### config.mk
export PLATFORM = sky130hd
export DESIGN_NAME = chip8_ctrl
export DESIGN_NICKNAME = d
export VERILOG_FILES = /design/src/hw/rtl/chip8_pkg.sv /design/src/hw/rtl/chip8_ctrl.sv
export SDC_FILE = /design/constraint.sdc
export NUM_CORES = 1
export LEC_CHECK = 0
export BUFFER_PORTS_ARGS = -buffer_cell sky130_fd_sc_hd__buf_2
export CAP_MARGIN = 15
export CORE_UTILIZATION = 59
export CTS_CLUSTER_SIZE = 8
export DETAILED_ROUTE_END_ITERATION = 10
export PLACE_DENSITY_LB_ADDON = 0.1
export SKIP_LAST_GASP = 1
export SLEW_MARGIN = 30
export SYNTH_ARGS = -nofsm -noshare
export SYNTH_HDL_FRONTEND = slang
export SYNTH_SLANG_ARGS = --single-unit
### constraint.sdc
create_clock -name clock -period 3.25 [get_ports clock]
set_input_delay 0.1625 -clock clock [delete_from_list [all_inputs] [get_ports clock]]
set_output_delay 0.1625 -clock clock [all_outputs]
set_load 0.02 [all_outputs]
### src/hw/rtl/chip8_pkg.sv
// Shared types, constants and tables for the CHIP-8 instruction core.
// No dependencies; used by every module under hw/rtl except chip8_ram.
package chip8_pkg;

   localparam int MEM_BYTES  = 4096;
   localparam int MEM_AW     = 12;
   localparam int SCR_W      = 64;
   localparam int SCR_H      = 32;
   localparam int SCR_AW     = 5;
   localparam int STK_DEPTH  = 16;
   localparam int FONT_BYTES = 80;

   localparam logic [11:0] PC_BOOT = 12'h200;

   // item kinds
   localparam logic [1:0] OPN_LOAD = 2'd0;
   localparam logic [1:0] OPN_BOOT = 2'd1;
   localparam logic [1:0] OPN_EXEC = 2'd2;
   localparam logic [1:0] OPN_READ = 2'd3;

   // configuration register indexes
   localparam logic CSR_SHIFT_VX = 1'b0;
   localparam logic CSR_DBL_ADV  = 1'b1;

   // instruction groups (top nibble)
   localparam logic [3:0] GRP_SYS  = 4'h0;
   localparam logic [3:0] GRP_JP   = 4'h1;
   localparam logic [3:0] GRP_CALL = 4'h2;
   localparam logic [3:0] GRP_SE   = 4'h3;
   localparam logic [3:0] GRP_SNE  = 4'h4;
   localparam logic [3:0] GRP_SER  = 4'h5;
   localparam logic [3:0] GRP_LD   = 4'h6;
   localparam logic [3:0] GRP_ADD  = 4'h7;
   localparam logic [3:0] GRP_ALU  = 4'h8;
   localparam logic [3:0] GRP_SNER = 4'h9;
   localparam logic [3:0] GRP_LDI  = 4'hA;
   localparam logic [3:0] GRP_JPV0 = 4'hB;
   localparam logic [3:0] GRP_RND  = 4'hC;
   localparam logic [3:0] GRP_DRAW = 4'hD;
   localparam logic [3:0] GRP_KEY  = 4'hE;
   localparam logic [3:0] GRP_MISC = 4'hF;

   localparam logic [15:0] OP_CLS = 16'h00E0;
   localparam logic [15:0] OP_RET = 16'h00EE;

   localparam logic [3:0] ALU_MOV  = 4'h0;
   localparam logic [3:0] ALU_OR   = 4'h1;
   localparam logic [3:0] ALU_AND  = 4'h2;
   localparam logic [3:0] ALU_XOR  = 4'h3;
   localparam logic [3:0] ALU_ADD  = 4'h4;
   localparam logic [3:0] ALU_SUB  = 4'h5;
   localparam logic [3:0] ALU_SHR  = 4'h6;
   localparam logic [3:0] ALU_SUBN = 4'h7;
   localparam logic [3:0] ALU_SHL  = 4'hE;

   localparam logic [7:0] NN_SKP    = 8'h9E;
   localparam logic [7:0] NN_SKNP   = 8'hA1;
   localparam logic [7:0] NN_GETDLY = 8'h07;
   localparam logic [7:0] NN_WAITK  = 8'h0A;
   localparam logic [7:0] NN_SETDLY = 8'h15;
   localparam logic [7:0] NN_SETSND = 8'h18;
   localparam logic [7:0] NN_ADDI   = 8'h1E;
   localparam logic [7:0] NN_FONT   = 8'h29;
   localparam logic [7:0] NN_BCD    = 8'h33;
   localparam logic [7:0] NN_STORE  = 8'h55;
   localparam logic [7:0] NN_LOADR  = 8'h65;

   localparam logic [7:0] FONT_ROM [FONT_BYTES] = '{
      8'hF0, 8'h90, 8'h90, 8'h90, 8'hF0, 8'h20, 8'h60, 8'h20, 8'h20, 8'h70,
      8'hF0, 8'h10, 8'hF0, 8'h80, 8'hF0, 8'hF0, 8'h10, 8'hF0, 8'h10, 8'hF0,
      8'h90, 8'h90, 8'hF0, 8'h10, 8'h10, 8'hF0, 8'h80, 8'hF0, 8'h10, 8'hF0,
      8'hF0, 8'h80, 8'hF0, 8'h90, 8'hF0, 8'hF0, 8'h10, 8'h20, 8'h40, 8'h40,
      8'hF0, 8'h90, 8'hF0, 8'h90, 8'hF0, 8'hF0, 8'h90, 8'hF0, 8'h10, 8'hF0,
      8'hF0, 8'h90, 8'hF0, 8'h90, 8'h90, 8'hE0, 8'h90, 8'hE0, 8'h90, 8'hE0,
      8'hF0, 8'h80, 8'h80, 8'h80, 8'hF0, 8'hE0, 8'h90, 8'h90, 8'h90, 8'hE0,
      8'hF0, 8'h80, 8'hF0, 8'h80, 8'hF0, 8'hF0, 8'h80, 8'hF0, 8'h80, 8'h80
   };

   // byte to three BCD digits, built at elaboration
   typedef logic [11:0] bcd_rom_type [256];

   function automatic bcd_rom_type gen_bcd_rom();
      bcd_rom_type rom;
      for (int i = 0; i < 256; i++) begin
         rom[i] = {4'(i / 100), 4'((i / 10) % 10), 4'(i % 10)};
      end
      return rom;
   endfunction

   localparam bcd_rom_type BCD_ROM = gen_bcd_rom();

   typedef struct packed {
      logic [1:0]  operation;
      logic [11:0] load_address;
      logic [7:0]  load_data;
      logic [15:0] keys_down;
      logic [7:0]  random_byte;
      logic [4:0]  row_select;
   } req_type;

   typedef struct packed {
      logic [11:0] program_counter;
      logic [15:0] opcode_done;
      logic [15:0] index_value;
      logic [7:0]  flag_value;
      logic        waiting_key;
      logic [63:0] display_row;
      logic [7:0]  delay_value;
      logic [7:0]  sound_value;
   } rsp_type;

   typedef enum logic [4:0] {
      CMD_NONE, CMD_CLR, CMD_CAPTURE, CMD_LOAD, CMD_BOOT,
      CMD_FETCH0, CMD_FETCH1, CMD_FETCH2, CMD_RDX, CMD_RDY, CMD_EXEC,
      CMD_DMEM, CMD_DSCR, CMD_DWR, CMD_BCD, CMD_STO, CMD_LDR, CMD_LDW,
      CMD_IADV, CMD_ROWRD, CMD_OUT
   } cmd_type;

   typedef struct packed {
      cmd_type cmd;
   } ctl_type;

   typedef struct packed {
      logic        clr_last;
      logic [15:0] opcode;
      logic        last_row;
      logic        last_reg;
      logic        last_bcd;
      logic        row_ok;
   } sts_type;

endpackage

### src/hw/rtl/chip8_ctrl.sv
// Sequencer for the CHIP-8 core: one-hot state machine issuing datapath commands.
// Depends on chip8_pkg.
module chip8_ctrl (
   input  logic              clock,
   input  logic              reset,
   input  logic              req_valid,
   input  logic [1:0]        req_operation,
   output logic              req_ready,
   output logic              rsp_valid,
   input  logic              rsp_ready,
   input  chip8_pkg::sts_type sts,
   output chip8_pkg::ctl_type ctl
);

   typedef enum logic [19:0] {
      S_CLEAR  = 20'h00001,
      S_IDLE   = 20'h00002,
      S_LOAD   = 20'h00004,
      S_BOOT   = 20'h00008,
      S_FETCH0 = 20'h00010,
      S_FETCH1 = 20'h00020,
      S_FETCH2 = 20'h00040,
      S_RDX    = 20'h00080,
      S_RDY    = 20'h00100,
      S_EXEC   = 20'h00200,
      S_DMEM   = 20'h00400,
      S_DSCR   = 20'h00800,
      S_DWR    = 20'h01000,
      S_BCD    = 20'h02000,
      S_STO    = 20'h04000,
      S_LDR    = 20'h08000,
      S_LDW    = 20'h10000,
      S_IADV   = 20'h20000,
      S_ROWRD  = 20'h40000,
      S_DONE   = 20'h80000
   } state_type;

   state_type state_ff, state_in;
   logic      rsp_valid_ff, rsp_valid_in;
   logic      out_free;
   logic [3:0] grp;
   logic [7:0] nn;

   assign grp      = sts.opcode[15:12];
   assign nn       = sts.opcode[7:0];
   assign out_free = !rsp_valid_ff || rsp_ready;

   always_comb begin
      state_in     = state_ff;
      rsp_valid_in = rsp_valid_ff && !rsp_ready;
      ctl.cmd      = chip8_pkg::CMD_NONE;
      case (state_ff)
         S_CLEAR: begin
            ctl.cmd = chip8_pkg::CMD_CLR;
            if (sts.clr_last) state_in = S_IDLE;
         end
         S_IDLE: begin
            if (req_valid) begin
               ctl.cmd = chip8_pkg::CMD_CAPTURE;
               case (req_operation)
                  chip8_pkg::OPN_LOAD: state_in = S_LOAD;
                  chip8_pkg::OPN_BOOT: state_in = S_BOOT;
                  chip8_pkg::OPN_EXEC: state_in = S_FETCH0;
                  default:             state_in = S_ROWRD;
               endcase
            end
         end
         S_LOAD: begin
            ctl.cmd  = chip8_pkg::CMD_LOAD;
            state_in = S_ROWRD;
         end
         S_BOOT: begin
            ctl.cmd  = chip8_pkg::CMD_BOOT;
            state_in = S_ROWRD;
         end
         S_FETCH0: begin
            ctl.cmd  = chip8_pkg::CMD_FETCH0;
            state_in = S_FETCH1;
         end
         S_FETCH1: begin
            ctl.cmd  = chip8_pkg::CMD_FETCH1;
            state_in = S_FETCH2;
         end
         S_FETCH2: begin
            ctl.cmd  = chip8_pkg::CMD_FETCH2;
            state_in = S_RDX;
         end
         S_RDX: begin
            ctl.cmd  = chip8_pkg::CMD_RDX;
            state_in = S_RDY;
         end
         S_RDY: begin
            ctl.cmd  = chip8_pkg::CMD_RDY;
            state_in = S_EXEC;
         end
         S_EXEC: begin
            ctl.cmd  = chip8_pkg::CMD_EXEC;
            state_in = S_ROWRD;
            if (grp == chip8_pkg::GRP_DRAW && sts.opcode[3:0] != 4'd0) begin
               state_in = S_DMEM;
            end else if (grp == chip8_pkg::GRP_MISC) begin
               case (nn)
                  chip8_pkg::NN_BCD:   state_in = S_BCD;
                  chip8_pkg::NN_STORE: state_in = S_STO;
                  chip8_pkg::NN_LOADR: state_in = S_LDR;
                  default:             state_in = S_ROWRD;
               endcase
            end
         end
         S_DMEM: begin
            ctl.cmd  = chip8_pkg::CMD_DMEM;
            state_in = S_DSCR;
         end
         S_DSCR: begin
            // rows below the bottom edge are skipped without a screen write
            ctl.cmd = chip8_pkg::CMD_DSCR;
            if (sts.row_ok)        state_in = S_DWR;
            else if (sts.last_row) state_in = S_ROWRD;
            else                   state_in = S_DMEM;
         end
         S_DWR: begin
            ctl.cmd  = chip8_pkg::CMD_DWR;
            state_in = sts.last_row ? S_ROWRD : S_DMEM;
         end
         S_BCD: begin
            ctl.cmd  = chip8_pkg::CMD_BCD;
            if (sts.last_bcd) state_in = S_ROWRD;
         end
         S_STO: begin
            ctl.cmd  = chip8_pkg::CMD_STO;
            if (sts.last_reg) state_in = S_IADV;
         end
         S_LDR: begin
            ctl.cmd  = chip8_pkg::CMD_LDR;
            state_in = S_LDW;
         end
         S_LDW: begin
            ctl.cmd  = chip8_pkg::CMD_LDW;
            state_in = sts.last_reg ? S_IADV : S_LDR;
         end
         S_IADV: begin
            ctl.cmd  = chip8_pkg::CMD_IADV;
            state_in = S_ROWRD;
         end
         S_ROWRD: begin
            ctl.cmd  = chip8_pkg::CMD_ROWRD;
            state_in = S_DONE;
         end
         S_DONE: begin
            if (out_free) begin
               ctl.cmd      = chip8_pkg::CMD_OUT;
               rsp_valid_in = 1'b1;
               state_in     = S_IDLE;
            end
         end
         default: state_in = S_IDLE;
      endcase
   end

   always_ff @(posedge clock) begin
      if (reset) begin
         state_ff     <= S_CLEAR;
         rsp_valid_ff <= 1'b0;
      end else begin
         state_ff     <= state_in;
         rsp_valid_ff <= rsp_valid_in;
      end
   end

   assign req_ready = (state_ff == S_IDLE);
   assign rsp_valid = rsp_valid_ff;

endmodule

==> qor.csv <==
metric,value,unit
row_count,18,
area_growth,9.31,%
synth-async-reset-ratio,0,%
cts_tree,done,
synth-seq-cells,21,
crit_type,reg -> out,
drtIter0Drc,148,
root_buffer,clkbuf_4,
drive_above_1_share,23.5,%
cts_buffers,3,
fin_nets,258,
overflow,0,
finalSetupTns,0,ps
syn_inst,207,
max-vdd-ir-drop,259,µV
power,538,µW
ys_seq_area_share,25.0,%
wl,4.54,mm
io_pins,34,
clockBufferDepth,2,
yosysWarnings,0,
synth_edf_count,0,
cts_hold_buf,0,
finalWeightedCongestion,1.02,
avgSynthCellArea,8.11,µm²
instances_no_fill,260,
drt-pass1-iter-count,7,
fin_crit,2730,ps
portBuffers,29,
num_antenna_cells,0,
clock_skew,6.56,ps
drtAntennaViolNets,0,
drc,0,
timing.fmax,0.367,GHz
start_util,64.8,%
rsz0062_at_grt,false,
final.fill_count,219,
setup_viol,0,
grt_use_total,30.4,%
power_density,293,nW/µm²
grt_pass1_wl,7.51,mm
die_area,3060,µm²
start_kind,flip-flop,
timing.final.ws_setup,524,ps
reg2regPathDepth,5,
dp_hpwl,3.49,mm
cap_violations,0,
crit_path_start,state_ff[8]$_SDFFE_PP0P_,
finish.utilization,70.9,%
cts_sinks,21,
critPathCaptureType,primary output,
core,2590,µm²
cp-endpoint,ctl[0],
r2r-start,state_ff[4]$_SDFFE_PP0P_,
synthFlopType,dfxtp_1,
path_max_fanout,9,
r2r_slack,1050,ps
cp.arrival,2560,ps
leakage,0.735,nW
die_y,55.3,µm
clkTransAtPathRegs,110,ps
status,"complete, no violations",
hold_path.class,in -> reg,
antenna_found_initial,0,
finalCritPeriodShare,83.9,%
routedWlPerCell,17.4,µm
slew_headroom,53.7,%
clk_latency,320,ps
place_inst,256,
timing.rr.end,state_ff[18]$_SDFFE_PP0P_,
dp_worst_setup_slack,938,ps
synth_nets,234,
h-tree-depth,1,
grt_pass1_vias,1623,
ctsResizeCount,0,
synth_area,1680,µm²
crit_required,3090,ps
die_x,55.3,µm
viasPerCell,7.10,
num_vias,1845,
ys_types,56,
worst_pin_slew,684,ps
grt_max_degree,19,
finalHoldViolCount,0,
postCtsSetupRepairBufs,0,
slew_violations,0,
state kept, by name (all words and copies together), names as in the netlist:
signal / flops
rsp_valid: 1
state_ff: 20
worst min path at each step:
stage	endpoint	slack, ps	cells after the start	start
after global placement	state_ff[0]$_SDFFE_PP1P_	370	2	sts[20]
after detailed placement	state_ff[0]$_SDFFE_PP1P_	380	2	sts[20]
after floorplan	state_ff[4]$_SDFFE_PP0P_	230	1	req_operation[0]
after global routing	state_ff[0]$_SDFFE_PP1P_	40	2	sts[20]
final	state_ff[0]$_SDFFE_PP1P_	40	2	sts[20]
after CTS	state_ff[0]$_SDFFE_PP1P_	30	2	sts[20]
metrics by stage:
step	hold WS [ps]	instance area, µm²
after global placement	369	1810
final	40.3	1840
after global routing	35.0	1840
after detailed placement	376	1810
after floorplan	234	1680
after CTS	28.7	1840
kinds of logic after synthesis:
family,Yosys count,synth area share [%]
simple gates,129,51.3
compound gates,33,15.4
flops,21,25.0
buf+inv,18,5.22
xor+xnor,6,3.13
per-layer routing:
layer,global-route usage (%),wire length (µm),vias up
met5,0,0,-
met4,14.3,119,0
met3,3.98,500,13
met2,47.2,2020,128
met1,41.5,1900,849
li1,-,-,855
synthesized netlist by cell type, types with 2 or more instances:
cell type	number	area, µm²
dfxtp_1	21	420
nor2_1	20	75.1
nor3_1	13	65.1
nand3_1	10	50.1
nor4_1	10	62.6
nand2_1	9	33.8
and3_1	8	50.1
nand4_1	8	50.1
a21oi_1	6	30.0
inv_1	6	22.5
nor4b_1	6	52.6
clkbuf_1	5	18.8
nand3b_1	5	37.5
o211ai_1	5	37.5
or3_1	5	31.3
a32oi_1	4	35.0
nand2b_1	4	25.0
buf_2	3	15.0
nor3b_1	3	22.5
nor4_2	3	37.5
or3b_2	3	26.3
or4_1	3	22.5
xnor2_1	3	26.3
xor2_1	3	26.3
a211o_1	2	17.5
and4b_1	2	20.0
buf_6	2	22.5
nand3_2	2	20.0
nor3_2	2	20.0
nor3_4	2	32.5
o31ai_1	2	15.0
o32a_1	2	20.0
or4b_2	2	20.0
layout by cell type, fill, tap and decap left out, drive strengths merged, types with 3 or more instances in the layout:
| master | instances |
|---|---|
| clkbuf | 4 |
| nand4 | 9 |
| inv | 6 |
| a21oi | 6 |
| or3 | 5 |
| nor3 | 17 |
| a32oi | 4 |
| nor3b | 3 |
| nor4b | 7 |
| nand2b | 4 |
| or4 | 4 |
| nand3b | 5 |
| o211ai | 5 |
| nand2 | 9 |
| nor4 | 14 |
| buf | 30 |
| and3 | 8 |
| xnor2 | 3 |
| xor2 | 3 |
| nor2 | 20 |
| nand3 | 12 |
| or3b | 3 |
| dfxtp | 21 |
worst max-delay path, cell delays in order (launching register included):
cell and delay [ps]:
dfxtp_1 380, nor4_4 560, nand2_1 210, or3_1 450, o32a_1 380, nand4_1 100, buf_2 170
where the power goes:
part	internal [mW]	switching, mW	total, mW
Clock	0.0481	0.0837	0.132
Sequential	0.262	0.0105	0.273
Combinational	0.0511	0.0827	0.134
Total	0.361	0.177	0.538
area by class of cell:
type / count / area (µm²) / share of cell area (%)
Tap cell: 30 / 37.5 / 2.04
Inverter: 7 / 27.5 / 1.50
Sequential cell: 21 / 420 / 22.9
Multi-Input combinational cell: 168 / 1170 / 63.8
Timing Repair Buffer: 30 / 153 / 8.32
Clock buffer: 4 / 26.3 / 1.43
(Power assumes the default switching activity.)
